<file path="config.mk">
export PLATFORM = sky130hd
export DESIGN_NAME = battery_voltage_monitor_unit_flat
export DESIGN_NICKNAME = d
export VERILOG_FILES = /design/src/design/bvm_pkg.sv /design/src/design/bvm_chan_if.sv /design/src/design/bvm_ctrl.sv /design/src/design/bvm_div.sv /design/src/design/bvm_dp.sv /design/src/design/battery_voltage_monitor_unit.sv /design/src/flat_wrapper.sv
export SDC_FILE = /design/constraint.sdc
export NUM_CORES = 2
export LEC_CHECK = 0
export BUFFER_PORTS_ARGS = -buffer_cell sky130_fd_sc_hd__buf_2
export CELL_PAD_IN_SITES_DETAIL_PLACEMENT = 1
export CELL_PAD_IN_SITES_GLOBAL_PLACEMENT = 2
export CORE_MARGIN = 2
export CORE_UTILIZATION = 39
export DETAILED_ROUTE_END_ITERATION = 7
export PLACE_DENSITY_LB_ADDON = 0.1
export SYNTH_ARGS = -nofsm -noshare
export SYNTH_HDL_FRONTEND = slang
export SYNTH_SLANG_ARGS = --single-unit
</file>
<file path="constraint.sdc">
create_clock -name clk_i -period 7.1 [get_ports clk_i]
set_input_delay 1.42 -clock clk_i [delete_from_list [all_inputs] [get_ports clk_i]]
set_output_delay 1.42 -clock clk_i [all_outputs]
set_load 0.1 [all_outputs]
</file>
<file path="src/design/bvm_pkg.sv">
package bvm_pkg;

  // Default structure of the averaging window and the warm-up phase
  localparam int DEF_WINDOW_LEN      = 10;
  localparam int DEF_WARMUP_MEASURES = 10;

  // Field widths
  localparam int ADC_W   = 12;
  localparam int MV_W    = 15;
  localparam int PCT_W   = 7;
  localparam int GAIN_W  = 16;
  localparam int IVL_W   = 16;
  localparam int FR_W    = 12;
  localparam int WUC_W   = 4;
  localparam int RAMP_W  = 8;
  localparam int CFG_IDX_W  = 3;
  localparam int CFG_DATA_W = 16;
  localparam int PCT_NUM_W  = FR_W + PCT_W;  // full range times 100

  // Millivolt thresholds
  localparam logic [MV_W-1:0]   MV_BASE        = 15'd3300;
  localparam logic [MV_W-1:0]   MV_LOW         = 15'd3200;
  localparam logic [MV_W-1:0]   MV_MAX         = 15'd20000;
  localparam logic [MV_W-1:0]   MV_INIT_OFFSET = 15'd60;
  localparam logic [MV_W-1:0]   MV_INIT_LIMIT  = 15'd2000;
  localparam logic [MV_W-1:0]   MV_STEP        = 15'd8;
  localparam logic [RAMP_W-1:0] RAMP_LIMIT     = 8'd200;
  localparam logic [PCT_W-1:0]  PCT_FULL       = 7'd100;
  localparam logic [PCT_W-1:0]  PCT_MIN        = 7'd1;

  // Register reset values
  localparam logic [GAIN_W-1:0] RST_GAIN      = 16'd29621;
  localparam logic [IVL_W-1:0]  RST_WARMUP_IV = 16'd20;
  localparam logic [IVL_W-1:0]  RST_CHARGE_IV = 16'd500;
  localparam logic [IVL_W-1:0]  RST_DISCH_IV  = 16'd1000;
  localparam logic [FR_W-1:0]   RST_FULL_RANGE = 12'd900;

  typedef enum logic [CFG_IDX_W-1:0] {
    REG_SCALE_GAIN    = 3'd0,
    REG_WARMUP_IV     = 3'd1,
    REG_CHARGE_IV     = 3'd2,
    REG_DISCHARGE_IV  = 3'd3,
    REG_FULL_RANGE    = 3'd4
  } reg_idx_e;

  typedef struct packed {
    logic [ADC_W-1:0] adc_sample;
    logic             charging;
  } in_t;

  typedef struct packed {
    logic             measured;
    logic [MV_W-1:0]  battery_mv;
    logic [MV_W-1:0]  tracked_mv;
    logic [PCT_W-1:0] percent;
    logic             low_battery;
    logic             shutdown_request;
  } out_t;

  typedef struct packed {
    logic [CFG_IDX_W-1:0]  index;
    logic [CFG_DATA_W-1:0] data;
  } cfg_t;

  // Controller to datapath
  typedef struct packed {
    logic latch;      // capture input beat
    logic step;       // interval count, window shift, warm-up
    logic mul;        // scale window sum
    logic track;      // update tracked voltage
    logic pct_start;  // percent: direct value or launch divider
    logic load_out;   // fill output register
  } cmd_t;

  // Datapath to controller
  typedef struct packed {
    logic measure;     // this tick produces a measurement
    logic pct_direct;  // percent known without division
    logic div_done;    // divider finishes this cycle
  } st_t;

endpackage

</file>
<file path="src/design/bvm_chan_if.sv">
interface bvm_chan_if #(
  parameter type payload_t = logic
);
  logic     valid;
  logic     ready;
  payload_t payload;

  modport source (output valid, output payload, input ready);
  modport sink   (input valid, input payload, output ready);
endinterface

</file>
<file path="src/design/bvm_ctrl.sv">
module bvm_ctrl
  import bvm_pkg::*;
(
  input  logic clk_i,
  input  logic rst_ni,
  input  logic in_valid_i,
  output logic in_ready_o,
  input  logic out_ready_i,
  output logic out_valid_o,
  input  st_t  st_i,
  output cmd_t cmd_o
);

  typedef enum logic [6:0] {
    S_IDLE  = 7'b0000001,
    S_COUNT = 7'b0000010,
    S_MUL   = 7'b0000100,
    S_TRACK = 7'b0001000,
    S_PCT   = 7'b0010000,
    S_DIV   = 7'b0100000,
    S_DONE  = 7'b1000000
  } state_e;

  state_e state_q, state_d;
  logic   out_valid_q, out_valid_d;
  logic   out_free;

  assign out_free    = !out_valid_q || out_ready_i;
  assign in_ready_o  = (state_q == S_IDLE);
  assign out_valid_o = out_valid_q;

  always_comb begin
    state_d = state_q;
    cmd_o   = '0;
    unique case (state_q)
      S_IDLE: begin
        if (in_valid_i) begin
          cmd_o.latch = 1'b1;
          state_d     = S_COUNT;
        end
      end
      S_COUNT: begin
        cmd_o.step = 1'b1;
        state_d    = st_i.measure ? S_MUL : S_DONE;
      end
      S_MUL: begin
        cmd_o.mul = 1'b1;
        state_d   = S_TRACK;
      end
      S_TRACK: begin
        cmd_o.track = 1'b1;
        state_d     = S_PCT;
      end
      S_PCT: begin
        cmd_o.pct_start = 1'b1;
        state_d         = st_i.pct_direct ? S_DONE : S_DIV;
      end
      S_DIV: begin
        if (st_i.div_done) begin
          state_d = S_DONE;
        end
      end
      S_DONE: begin
        // hold until the output register is free
        if (out_free) begin
          cmd_o.load_out = 1'b1;
          state_d        = S_IDLE;
        end
      end
      default: state_d = S_IDLE;
    endcase
  end

  always_comb begin
    out_valid_d = out_valid_q;
    if (cmd_o.load_out) begin
      out_valid_d = 1'b1;
    end else if (out_ready_i) begin
      out_valid_d = 1'b0;
    end
  end

  always_ff @(posedge clk_i or negedge rst_ni) begin
    if (!rst_ni) begin
      state_q     <= S_IDLE;
      out_valid_q <= 1'b0;
    end else begin
      state_q     <= state_d;
      out_valid_q <= out_valid_d;
    end
  end

endmodule

</file>
<file path="src/design/bvm_div.sv">
module bvm_div
  import bvm_pkg::*;
(
  input  logic                 clk_i,
  input  logic                 rst_ni,
  input  logic                 start_i,
  input  logic [PCT_NUM_W-1:0] num_i,
  input  logic [FR_W-1:0]      den_i,
  output logic                 done_o,
  output logic [PCT_W-1:0]     quo_o
);

  // Quotient is known to stay below 2**PCT_W: one quotient bit a cycle.
  localparam int CNT_W = $clog2(PCT_W);

  logic                 run_q;
  logic [CNT_W-1:0]     cnt_q;
  logic [PCT_NUM_W-1:0] rem_q;
  logic [PCT_NUM_W-1:0] sd_q;
  logic [PCT_W-1:0]     quo_q;
  logic                 ge;

  assign ge     = (rem_q >= sd_q);
  assign done_o = run_q && (cnt_q == '0);
  assign quo_o  = {quo_q[PCT_W-2:0], ge};

  always_ff @(posedge clk_i or negedge rst_ni) begin
    if (!rst_ni) begin
      run_q <= 1'b0;
      cnt_q <= '0;
    end else if (start_i) begin
      run_q <= 1'b1;
      cnt_q <= CNT_W'(PCT_W - 1);
    end else if (run_q) begin
      if (cnt_q == '0) begin
        run_q <= 1'b0;
      end else begin
        cnt_q <= cnt_q - 1'b1;
      end
    end
  end

  always_ff @(posedge clk_i) begin
    if (start_i) begin
      rem_q <= num_i;
      sd_q  <= PCT_NUM_W'({den_i, {(PCT_W-1){1'b0}}});
      quo_q <= '0;
    end else if (run_q) begin
      if (ge) begin
        rem_q <= rem_q - sd_q;
      end
      sd_q  <= sd_q >> 1;
      quo_q <= {quo_q[PCT_W-2:0], ge};
    end
  end

endmodule

</file>
<file path="src/design/bvm_dp.sv">
module bvm_dp
  import bvm_pkg::*;
#(
  parameter int WINDOW_LEN      = DEF_WINDOW_LEN,
  parameter int WARMUP_MEASURES = DEF_WARMUP_MEASURES
) (
  input  logic clk_i,
  input  logic rst_ni,
  input  in_t  in_i,
  input  logic cfg_we_i,
  input  cfg_t cfg_i,
  input  cmd_t cmd_i,
  output st_t  st_o,
  output out_t out_o
);

  localparam int SUM_W  = ADC_W + $clog2(WINDOW_LEN);
  localparam int PROD_W = SUM_W + GAIN_W;
  localparam int MVX_W  = (SUM_W > MV_W) ? SUM_W : MV_W;

  // Configuration registers
  logic [GAIN_W-1:0] gain_q;
  logic [IVL_W-1:0]  wu_iv_q, ch_iv_q, dis_iv_q;
  logic [FR_W-1:0]   fr_q;

  // Tick state
  logic [ADC_W-1:0]  code_q;
  logic              chg_q;
  logic [IVL_W-1:0]  cnt_q;
  logic [WUC_W-1:0]  wu_cnt_q;
  logic              warm_q;
  logic [ADC_W-1:0]  win_q [WINDOW_LEN];
  logic [SUM_W-1:0]  sum_q;
  logic [MV_W-1:0]   trk_q;
  logic [RAMP_W-1:0] rc_q;
  logic [PCT_W-1:0]  lp_q;
  logic              meas_q;
  logic [PROD_W-1:0] prod_q;
  logic [MV_W-1:0]   mv_q;
  out_t              out_q;

  // Interval and warm-up decisions
  logic [IVL_W-1:0] cnt_dec, cnt_reload;
  logic             hit, skip;

  assign cnt_dec    = (cnt_q != '0) ? cnt_q - 1'b1 : '0;
  assign hit        = (cnt_dec == '0);
  assign skip       = !warm_q && (wu_cnt_q < WUC_W'(WARMUP_MEASURES));
  assign cnt_reload = !warm_q ? wu_iv_q : (chg_q ? ch_iv_q : dis_iv_q);

  // Scaling with saturation
  logic [MVX_W-1:0] mv_full;
  logic [MV_W-1:0]  mv;

  assign mv_full = MVX_W'(prod_q[PROD_W-1:GAIN_W]);
  assign mv      = (mv_full > MVX_W'(MV_MAX)) ? MV_MAX : mv_full[MV_W-1:0];

  // Tracking filter
  logic [MV_W-1:0]   trk_d, t1;
  logic [RAMP_W-1:0] rc_d, rc_inc;
  logic [MV_W:0]     t1_step;

  always_comb begin
    trk_d   = trk_q;
    rc_d    = rc_q;
    t1      = trk_q;
    t1_step = '0;
    rc_inc  = rc_q + 1'b1;
    if (chg_q) begin
      if (mv > trk_q) begin
        if (trk_q < MV_INIT_LIMIT) begin
          t1 = (mv > MV_INIT_OFFSET) ? mv - MV_INIT_OFFSET : '0;
        end
        t1_step = {1'b0, t1} + {1'b0, MV_STEP};
        trk_d   = t1;
        if ({1'b0, mv} >= t1_step) begin
          if (rc_inc > RAMP_LIMIT) begin
            rc_d  = '0;
            trk_d = t1_step[MV_W-1:0];
          end else begin
            rc_d = rc_inc;
          end
        end
      end
    end else begin
      rc_d = '0;
      if (trk_q == '0 || mv < trk_q) begin
        trk_d = mv;
      end
    end
  end

  // Percent of range
  logic [MV_W-1:0]      pct_d_mv;
  logic                 pct_direct;
  logic [PCT_W-1:0]     pct_direct_val;
  logic [PCT_NUM_W-1:0] pct_num;
  logic                 div_start, div_done;
  logic [PCT_W-1:0]     div_quo;

  assign pct_d_mv = trk_q - MV_BASE;
  always_comb begin
    pct_direct     = 1'b0;
    pct_direct_val = PCT_MIN;
    if (trk_q < MV_BASE) begin
      pct_direct     = 1'b1;
      pct_direct_val = PCT_MIN;
    end else if (fr_q == '0 || pct_d_mv > MV_W'(fr_q)) begin
      pct_direct     = 1'b1;
      pct_direct_val = PCT_FULL;
    end
  end

  assign pct_num   = PCT_NUM_W'(pct_d_mv[FR_W-1:0]) * PCT_NUM_W'(PCT_FULL);
  assign div_start = cmd_i.pct_start && !pct_direct;

  bvm_div u_div (
    .clk_i   (clk_i),
    .rst_ni  (rst_ni),
    .start_i (div_start),
    .num_i   (pct_num),
    .den_i   (fr_q),
    .done_o  (div_done),
    .quo_o   (div_quo)
  );

  assign st_o.measure    = hit && !skip;
  assign st_o.pct_direct = pct_direct;
  assign st_o.div_done   = div_done;

  // Configuration writes
  always_ff @(posedge clk_i or negedge rst_ni) begin
    if (!rst_ni) begin
      gain_q   <= RST_GAIN;
      wu_iv_q  <= RST_WARMUP_IV;
      ch_iv_q  <= RST_CHARGE_IV;
      dis_iv_q <= RST_DISCH_IV;
      fr_q     <= RST_FULL_RANGE;
    end else if (cfg_we_i) begin
      unique case (cfg_i.index)
        REG_SCALE_GAIN:   gain_q   <= cfg_i.data;
        REG_WARMUP_IV:    wu_iv_q  <= cfg_i.data;
        REG_CHARGE_IV:    ch_iv_q  <= cfg_i.data;
        REG_DISCHARGE_IV: dis_iv_q <= cfg_i.data;
        REG_FULL_RANGE:   fr_q     <= cfg_i.data[FR_W-1:0];
        default: ;
      endcase
    end
  end

  // Measurement state
  always_ff @(posedge clk_i or negedge rst_ni) begin
    if (!rst_ni) begin
      cnt_q    <= '0;
      wu_cnt_q <= '0;
      warm_q   <= 1'b0;
      sum_q    <= '0;
      trk_q    <= '0;
      rc_q     <= '0;
      lp_q     <= '0;
      meas_q   <= 1'b0;
      for (int i = 0; i < WINDOW_LEN; i++) begin
        win_q[i] <= '0;
      end
    end else begin
      if (cmd_i.step) begin
        meas_q <= hit && !skip;
        cnt_q  <= hit ? cnt_reload : cnt_dec;
        if (hit) begin
          // advance the window, drop the oldest code from the sum
          sum_q    <= sum_q + SUM_W'(code_q) - SUM_W'(win_q[WINDOW_LEN-1]);
          win_q[0] <= code_q;
          for (int i = 1; i < WINDOW_LEN; i++) begin
            win_q[i] <= win_q[i-1];
          end
          if (skip) begin
            wu_cnt_q <= wu_cnt_q + 1'b1;
          end else if (!warm_q) begin
            warm_q   <= 1'b1;
            wu_cnt_q <= '0;
          end
        end
      end
      if (cmd_i.track) begin
        trk_q <= trk_d;
        rc_q  <= rc_d;
      end
      if (cmd_i.pct_start && pct_direct) begin
        lp_q <= pct_direct_val;
      end else if (div_done) begin
        lp_q <= (div_quo == '0) ? PCT_MIN : div_quo;
      end
    end
  end

  // Payload registers
  always_ff @(posedge clk_i) begin
    if (cmd_i.latch) begin
      code_q <= in_i.adc_sample;
      chg_q  <= in_i.charging;
    end
    if (cmd_i.mul) begin
      prod_q <= PROD_W'(sum_q) * PROD_W'(gain_q);
    end
    if (cmd_i.track) begin
      mv_q <= mv;
    end
    if (cmd_i.load_out) begin
      out_q.measured         <= meas_q;
      out_q.battery_mv       <= meas_q ? mv_q : '0;
      out_q.tracked_mv       <= trk_q;
      out_q.percent          <= lp_q;
      out_q.low_battery      <= meas_q && (mv_q < MV_LOW);
      out_q.shutdown_request <= meas_q && (mv_q < MV_LOW) && !chg_q;
    end
  end

  assign out_o = out_q;

endmodule

</file>
<file path="src/design/battery_voltage_monitor_unit.sv">
// Battery voltage monitor.
// in_i carries one timer tick per beat: the newest 12-bit converter code and
// the charger flag. out_o returns exactly one result beat per tick: measured,
// battery_mv, tracked_mv, percent, low_battery and shutdown_request. cfg_i
// writes the gain, the three measurement intervals and the full-range span;
// it is always ready. The user must write it only while no tick is in flight;
// the block itself does not enforce this. A tick that only counts down goes
// from the idle state through the count state to the done state, which
// waits for a free output register and then loads it. A measuring tick goes
// through window shift, one registered multiply, the tracking filter, then
// the percent step, where the figure is set directly or by a restoring
// divider (one quotient bit a cycle). One tick is worked at a time; in_i is
// ready again the cycle after the result is parked in the output register.
// Reset clears the window, the sum, all counters and the tracked voltage and
// loads the register defaults; no clearing pass is needed.
// When the receiver stalls, the output register holds its beat; the block
// still accepts one more tick and finishes it, then waits to load its result.
module battery_voltage_monitor_unit
  import bvm_pkg::*;
#(
  parameter int WINDOW_LEN      = DEF_WINDOW_LEN,
  parameter int WARMUP_MEASURES = DEF_WARMUP_MEASURES
) (
  input  logic       clk_i,
  input  logic       rst_ni,
  bvm_chan_if.sink   in_i,
  bvm_chan_if.sink   cfg_i,
  bvm_chan_if.source out_o
);

  cmd_t cmd;
  st_t  st;
  logic in_ready;
  logic out_valid;
  logic cfg_we;
  out_t out_data;

  // Config writes are always accepted and go straight into the registers
  assign cfg_i.ready = 1'b1;
  assign cfg_we      = cfg_i.valid;

  assign in_i.ready    = in_ready;
  assign out_o.valid   = out_valid;
  assign out_o.payload = out_data;

  bvm_ctrl u_ctrl (
    .clk_i       (clk_i),
    .rst_ni      (rst_ni),
    .in_valid_i  (in_i.valid),
    .in_ready_o  (in_ready),
    .out_ready_i (out_o.ready),
    .out_valid_o (out_valid),
    .st_i        (st),
    .cmd_o       (cmd)
  );

  bvm_dp #(
    .WINDOW_LEN      (WINDOW_LEN),
    .WARMUP_MEASURES (WARMUP_MEASURES)
  ) u_dp (
    .clk_i    (clk_i),
    .rst_ni   (rst_ni),
    .in_i     (in_i.payload),
    .cfg_we_i (cfg_we),
    .cfg_i    (cfg_i.payload),
    .cmd_i    (cmd),
    .st_o     (st),
    .out_o    (out_data)
  );

  // One tick in flight: an accepted beat closes the input until it is done
  a_one_in_flight: assert property (@(posedge clk_i) disable iff (!rst_ni)
    in_i.valid && in_i.ready |=> !in_i.ready)
    else $error("input accepted while a tick is still in flight");

  // A new result never overwrites one the receiver has not taken
  a_no_overwrite: assert property (@(posedge clk_i) disable iff (!rst_ni)
    cmd.load_out |-> !(out_o.valid && !out_o.ready))
    else $error("output register overwritten while stalled");

  // A tick without a measurement reports no voltage and no alarm
  a_idle_result: assert property (@(posedge clk_i) disable iff (!rst_ni)
    out_o.valid && !out_o.payload.measured |->
      out_o.payload.battery_mv == '0 && !out_o.payload.low_battery &&
      !out_o.payload.shutdown_request)
    else $error("voltage or alarm reported without a measurement");

  // Divider only finishes inside a measuring tick, never with input open
  a_div_closed: assert property (@(posedge clk_i) disable iff (!rst_ni)
    st.div_done |-> !in_i.ready)
    else $error("divider finished while the block was idle");

endmodule

</file>
<file path="src/flat_wrapper.sv">
// flat-port wrapper written by rule: the top's interface ports become plain ports
module battery_voltage_monitor_unit_flat import bvm_pkg::*;
#(
  parameter int WINDOW_LEN      = DEF_WINDOW_LEN,
  parameter int WARMUP_MEASURES = DEF_WARMUP_MEASURES
)
  (clk_i, rst_ni, in_i_valid, in_i_payload, in_i_ready, cfg_i_valid, cfg_i_payload, cfg_i_ready, out_o_valid, out_o_payload, out_o_ready);
  bvm_chan_if #(.payload_t(in_t)) in_i_i ();
  bvm_chan_if #(.payload_t(cfg_t)) cfg_i_i ();
  bvm_chan_if #(.payload_t(out_t)) out_o_i ();
  input  logic clk_i;
  input  logic rst_ni;
  input wire logic [$bits(in_i_i.valid)-1:0] in_i_valid;
  input wire logic [$bits(in_i_i.payload)-1:0] in_i_payload;
  output wire logic [$bits(in_i_i.ready)-1:0] in_i_ready;
  input wire logic [$bits(cfg_i_i.valid)-1:0] cfg_i_valid;
  input wire logic [$bits(cfg_i_i.payload)-1:0] cfg_i_payload;
  output wire logic [$bits(cfg_i_i.ready)-1:0] cfg_i_ready;
  output wire logic [$bits(out_o_i.valid)-1:0] out_o_valid;
  output wire logic [$bits(out_o_i.payload)-1:0] out_o_payload;
  input wire logic [$bits(out_o_i.ready)-1:0] out_o_ready;
  assign in_i_i.valid = in_i_valid;
  assign in_i_i.payload = in_i_payload;
  assign in_i_ready = in_i_i.ready;
  assign cfg_i_i.valid = cfg_i_valid;
  assign cfg_i_i.payload = cfg_i_payload;
  assign cfg_i_ready = cfg_i_i.ready;
  assign out_o_valid = out_o_i.valid;
  assign out_o_payload = out_o_i.payload;
  assign out_o_i.ready = out_o_ready;
  battery_voltage_monitor_unit #(.WINDOW_LEN(WINDOW_LEN), .WARMUP_MEASURES(WARMUP_MEASURES)) u_core (.clk_i(clk_i), .rst_ni(rst_ni), .in_i(in_i_i), .cfg_i(cfg_i_i), .out_o(out_o_i));
endmodule
</file>
==> impl_metrics.xml <==
<?xml version="1.0" encoding="UTF-8"?>
<metrics>
  <group name="power">
    <metric name="switching_power" unit="mW">5.492</metric>
    <metric name="cellPowerDensity" unit="mW/mm^2">391.5</metric>
    <metric name="power_frac_comb" unit="%">56.9</metric>
    <metric name="switching_share" unit="%">42.99</metric>
    <metric name="p_seq_share" unit="%">24.7</metric>
    <metric name="internal-power" unit="mW">7.284</metric>
    <metric name="clkPwrFrac" unit="%">18.4</metric>
    <metric name="vdd.ir_drop.worst" unit="mV">0.3248</metric>
    <metric name="power.leakage" unit="nW">15.20</metric>
  </group>
  <group name="grt">
    <metric name="global_route.overflow_total" unit="">0</metric>
    <metric name="antenna_violations_before_repair" unit="">2</metric>
    <metric name="grt_first_pass_wirelength" unit="um">127000</metric>
    <metric name="maximum_number_of_pins_on_one_net_before_global_route_repair" unit="">136</metric>
    <metric name="via_count_of_the_first_global_routing_pass" unit="">22540</metric>
    <metric name="global_route.usage.total" unit="%">20.69</metric>
  </group>
  <group name="setup_path">
    <metric name="crit_required" unit="ns">7.43</metric>
    <metric name="crit_fanout" unit="">17</metric>
    <metric name="arrival" unit="ns">7.08</metric>
    <metric name="timing_worst_setup_path_type" unit="">reg -&gt; reg</metric>
    <metric name="setup.worst_path.start_class" unit="">register</metric>
    <metric name="crit_path_end_kind" unit="">register</metric>
  </group>
  <group name="cells_and_area">
    <metric name="antenna-diode-count" unit="">0</metric>
    <metric name="layout.cell_area.non_filler" unit="mm^2">0.03263</metric>
    <metric name="finished_core_util" unit="%">43.69</metric>
    <metric name="syn2layout_area_growth" unit="%">10.39</metric>
    <metric name="final_layout_size_suffix_gt1_share" unit="%">15.31</metric>
    <metric name="n_fill_cell" unit="">8234</metric>
    <metric name="finalNetCount" unit="">3410</metric>
    <metric name="layout.cells.most_common_list" unit="">sky130_fd_sc_hd__inv_1 (378), sky130_fd_sc_hd__nand2_1 (315), sky130_fd_sc_hd__dfrtp_1 (245)</metric>
    <metric name="most_common_cell_after_layout_fill_and_taps_aside" unit="">sky130_fd_sc_hd__inv_1</metric>
    <metric name="post_layout_nonfiller_instances" unit="">3948</metric>
  </group>
  <group name="sta">
    <metric name="slew_of_the_pin_with_the_lowest_slew_margin" unit="ns">1.094</metric>
    <metric name="fin_setup_tns" unit="ns">0</metric>
    <metric name="fmax" unit="GHz">0.1483</metric>
    <metric name="postLayoutSetupSlackWorst" unit="ns">0.3569</metric>
    <metric name="skew" unit="ns">0.02241</metric>
    <metric name="max_slew_margin" unit="%">26.87</metric>
    <metric name="finalHoldViolCount" unit="">0</metric>
    <metric name="grt_setup_unrepaired" unit="">false</metric>
    <metric name="post-route-period-util" unit="%">94.97</metric>
    <metric name="timing.final.max_slew_violations" unit="">0</metric>
    <metric name="finalSetupViolCount" unit="">0</metric>
    <metric name="finalCriticalPeriod" unit="ns">6.743</metric>
  </group>
  <group name="placed_design">
    <metric name="post_dp_cell_area" unit="mm^2">0.03113</metric>
    <metric name="detailedPlace.worstSlack" unit="ns">0.1675</metric>
    <metric name="io_buffer_count" unit="">78</metric>
    <metric name="placed_cells_incl_taps" unit="">3859</metric>
    <metric name="gp_routability_congestion" unit="">0.8525</metric>
    <metric name="dp_hpwl" unit="um">60500</metric>
  </group>
  <group name="floorplanning">
    <metric name="die-height" unit="um">279.3</metric>
    <metric name="std_cell_rows" unit="">100</metric>
    <metric name="floorplan.initialDensity" unit="%">39.57</metric>
    <metric name="pin_count" unit="">80</metric>
    <metric name="coreArea" unit="mm^2">0.07470</metric>
    <metric name="die_width" unit="um">279.3</metric>
    <metric name="overall_die_area" unit="mm^2">0.07801</metric>
  </group>
  <group name="drt">
    <metric name="initialDrtViolationCount" unit="">875</metric>
    <metric name="initial_drt_pass_iterations" unit="">5</metric>
    <metric name="routed_wire_length_per_instance" unit="um">20.10</metric>
    <metric name="via_per_inst" unit="">5.266</metric>
    <metric name="route.vias.total" unit="">20790</metric>
    <metric name="route.antenna.remaining_nets" unit="">0</metric>
    <metric name="drt-total-wl" unit="um">79340</metric>
    <metric name="drc" unit="">0</metric>
  </group>
  <group name="logic_synthesis">
    <metric name="postSynth.topFlopCell" unit="">sky130_fd_sc_hd__dfrtp_1</metric>
    <metric name="synthesis.area_per_instance" unit="um^2">10.25</metric>
    <metric name="synth_cell_type_count" unit="">100</metric>
    <metric name="yosys_warnings" unit="">0</metric>
    <metric name="ys_seq_elements" unit="">403</metric>
    <metric name="synth_sequential_area_ratio" unit="%">35.92</metric>
    <metric name="async_flop_share" unit="%">68.49</metric>
    <metric name="total_standard_cell_area_after_synthesis" unit="mm^2">0.02956</metric>
    <metric name="synth_cells" unit="">2884</metric>
    <metric name="syn_nets" unit="">3354</metric>
    <metric name="synth_enable_flop_cells" unit="">113</metric>
  </group>
  <group name="clock_tree">
    <metric name="cts.root.buffer_cell" unit="">sky130_fd_sc_hd__clkbuf_16</metric>
    <metric name="clk_pin_slew_worst_paths" unit="ns">0.06</metric>
    <metric name="clk-insertion-delay-late" unit="ns">0.60</metric>
    <metric name="cts.sink_count" unit="">403</metric>
    <metric name="htree_num_levels" unit="">2</metric>
    <metric name="clk_path_buf_depth" unit="">3</metric>
    <metric name="cts-buffers-inserted" unit="">48</metric>
    <metric name="tritoncts_clock_tree" unit="">built</metric>
    <metric name="setup_bufs_post_cts" unit="">0</metric>
  </group>
  <group name="run_status">
    <metric name="outcome" unit="">finished clean</metric>
  </group>
  <group name="flow_run">
    <metric name="max_cap_viol_count" unit="">0</metric>
  </group>
  <group name="min_path">
    <metric name="hold_path.class" unit="">reg -&gt; reg</metric>
  </group>
</metrics>
critical path: stages, from the launching register on:
cell,delay [ns]
sky130_fd_sc_hd__dfstp_2,0.76
sky130_fd_sc_hd__nand2_1,0.12
sky130_fd_sc_hd__fa_1,0.50
sky130_fd_sc_hd__inv_1,0.05
sky130_fd_sc_hd__fa_1,0.50
sky130_fd_sc_hd__inv_1,0.05
sky130_fd_sc_hd__fa_1,0.48
sky130_fd_sc_hd__inv_1,0.06
sky130_fd_sc_hd__fa_1,0.52
sky130_fd_sc_hd__inv_1,0.05
sky130_fd_sc_hd__fa_1,0.53
sky130_fd_sc_hd__inv_1,0.06
sky130_fd_sc_hd__fa_1,0.47
sky130_fd_sc_hd__ha_1,0.33
sky130_fd_sc_hd__a21oi_1,0.23
sky130_fd_sc_hd__o21ai_1,0.15
sky130_fd_sc_hd__and3_1,0.23
sky130_fd_sc_hd__and3_1,0.20
sky130_fd_sc_hd__o31a_1,0.35
sky130_fd_sc_hd__a31oi_2,0.24
sky130_fd_sc_hd__o21ai_0,0.19
sky130_fd_sc_hd__o21a_1,0.22
sky130_fd_sc_hd__nor2_1,0.11
sky130_fd_sc_hd__xnor2_1,0.08
sequential cells by signal, summed over array words and instances, names as in the netlist, 16 cells and up:
| register | cells |
|---|---|
| u_core.u_dp.u_div.rem_q | 19 |
| u_core.u_dp.dis_iv_q | 16 |
| u_core.u_dp.ch_iv_q | 16 |
| u_core.u_dp.out_o | 40 |
| u_core.u_dp.cnt_q | 16 |
| u_core.u_dp.sum_q | 16 |
| u_core.u_dp.wu_iv_q | 16 |
| u_core.u_dp.u_div.sd_q | 18 |
| u_core.u_dp.prod_q | 16 |
| u_core.u_dp.gain_q | 16 |
| u_core.u_dp.win_q | 120 |
cells by family (layout without fill, tap and decap cells):
group	after synthesis	after routing	synth area share, %
adder cells (fa/ha/maj)	434	434	23.77
flip-flops	403	403	35.92
buffers and inverters	515	610	6.756
other	1	1	0.01269
AO/OA/AOI/OAI	423	423	9.448
XOR/XNOR	86	86	2.620
multiplexers	213	213	7.962
AND/OR/NAND/NOR	809	809	13.52
worst paths after layout:
kind	from	slack [ns]	to	cells past startpoint
setup reg to reg	u_core.u_dp.gain_q[7]	0.36	u_core.u_dp.prod_q[31]	23
hold reg to reg	u_core.u_dp.lp_q[5]	0.45	u_core.u_dp.out_o[7]	0
max in group asynchronous	rst_ni	4.91	u_core.u_dp.win_q[70]	2
setup / recovery	u_core.u_dp.gain_q[7]	0.36	u_core.u_dp.prod_q[31]	23
min in group asynchronous	rst_ni	0.89	u_core.u_dp.u_div.run_q	1
hold / removal	u_core.u_dp.lp_q[5]	0.45	u_core.u_dp.out_o[7]	0
per-layer routing:
layer  vias to the layer above  share of wire (%)  GRT usage [%]
met5                         -              0.011              0
met4                         2                2.4          5.611
met3                       113                2.8          2.269
met2                       269                 49          36.24
met1                     10580                 46          27.15
li1                       9830                  -              -
cells in the mapped netlist, types with 7 or more instances:
master,instances,area [um^2]
sky130_fd_sc_hd__edfxtp_1,113,3393
sky130_fd_sc_hd__nor3_1,59,295.3
sky130_fd_sc_hd__or2_2,8,50.05
sky130_fd_sc_hd__o211ai_1,11,82.58
sky130_fd_sc_hd__nor2_1,120,450.4
sky130_fd_sc_hd__dfstp_2,29,762.0
sky130_fd_sc_hd__fa_1,213,4264
sky130_fd_sc_hd__xnor2_1,59,516.8
sky130_fd_sc_hd__clkbuf_1,114,427.9
sky130_fd_sc_hd__a31oi_1,14,87.58
sky130_fd_sc_hd__or3_1,20,125.1
sky130_fd_sc_hd__ha_1,220,2753
sky130_fd_sc_hd__nand3_1,33,165.2
sky130_fd_sc_hd__dfrtp_1,247,6181
sky130_fd_sc_hd__dfxtp_1,14,280.3
sky130_fd_sc_hd__a211oi_1,9,67.56
sky130_fd_sc_hd__o41ai_1,11,96.34
sky130_fd_sc_hd__nand2_1,316,1186
sky130_fd_sc_hd__nor4_1,17,106.4
sky130_fd_sc_hd__inv_1,378,1419
sky130_fd_sc_hd__nand4_1,13,81.33
sky130_fd_sc_hd__o21a_1,18,135.1
sky130_fd_sc_hd__a21boi_0,7,52.55
sky130_fd_sc_hd__a21o_1,20,150.1
sky130_fd_sc_hd__nand2b_1,19,118.9
sky130_fd_sc_hd__and3_1,23,143.9
sky130_fd_sc_hd__o21bai_1,11,82.58
sky130_fd_sc_hd__mux2i_1,36,360.4
sky130_fd_sc_hd__nor2b_1,17,106.4
sky130_fd_sc_hd__and2_1,112,700.7
sky130_fd_sc_hd__xor2_1,25,219.0
sky130_fd_sc_hd__o22ai_1,10,62.56
sky130_fd_sc_hd__a21oi_1,88,440.4
sky130_fd_sc_hd__buf_2,9,45.04
sky130_fd_sc_hd__o21ai_0,122,610.6
sky130_fd_sc_hd__mux2_2,177,1993
sky130_fd_sc_hd__o31ai_1,29,217.7
power groups by stage:
stage | Clock, mW | Combinational (mW) | Sequential (mW)
2_1_floorplan | 0 | 5.51 | 3.08
3_3_place_gp | 0 | 7.12 | 3.18
3_5_place_dp | 0 | 7.37 | 3.20
4_1_cts | 2.43 | 7.46 | 3.16
5_1_grt | 2.52 | 8.49 | 3.20
6_report | 2.35 | 7.27 | 3.16
final cells by class:
| cell class | count | area (um^2) | area share [%] |
|---|---|---|---|
| clock buffers | 72 | 1331 | 4.080 |
| flip-flops and latches | 403 | 10620 | 32.54 |
| clock inverters | 17 | 152.6 | 0.4678 |
| inverters | 379 | 1423 | 4.360 |
| repair buffers | 142 | 909.6 | 2.788 |
| multi-input cells | 1966 | 16980 | 52.05 |
| well taps | 969 | 1212 | 3.715 |
through the flow:
| stage | total power [mW] | hold WS, ns |
|---|---|---|
| after floorplan | 8.580 | 0.4231 |
| after global placement | 10.30 | 0.4442 |
| after detailed placement | 10.57 | 0.4432 |
| after CTS | 13.04 | 0.4474 |
| after global routing | 14.21 | 0.4645 |
| final | 12.78 | 0.4481 |
repair_timing:
action | CTS | global route
hold buffers | 0 | 0
resized for setup | 0 | 6
setup endpoints to repair | 0 | 4
No activity file was read; power rests on OpenSTA's default activity.
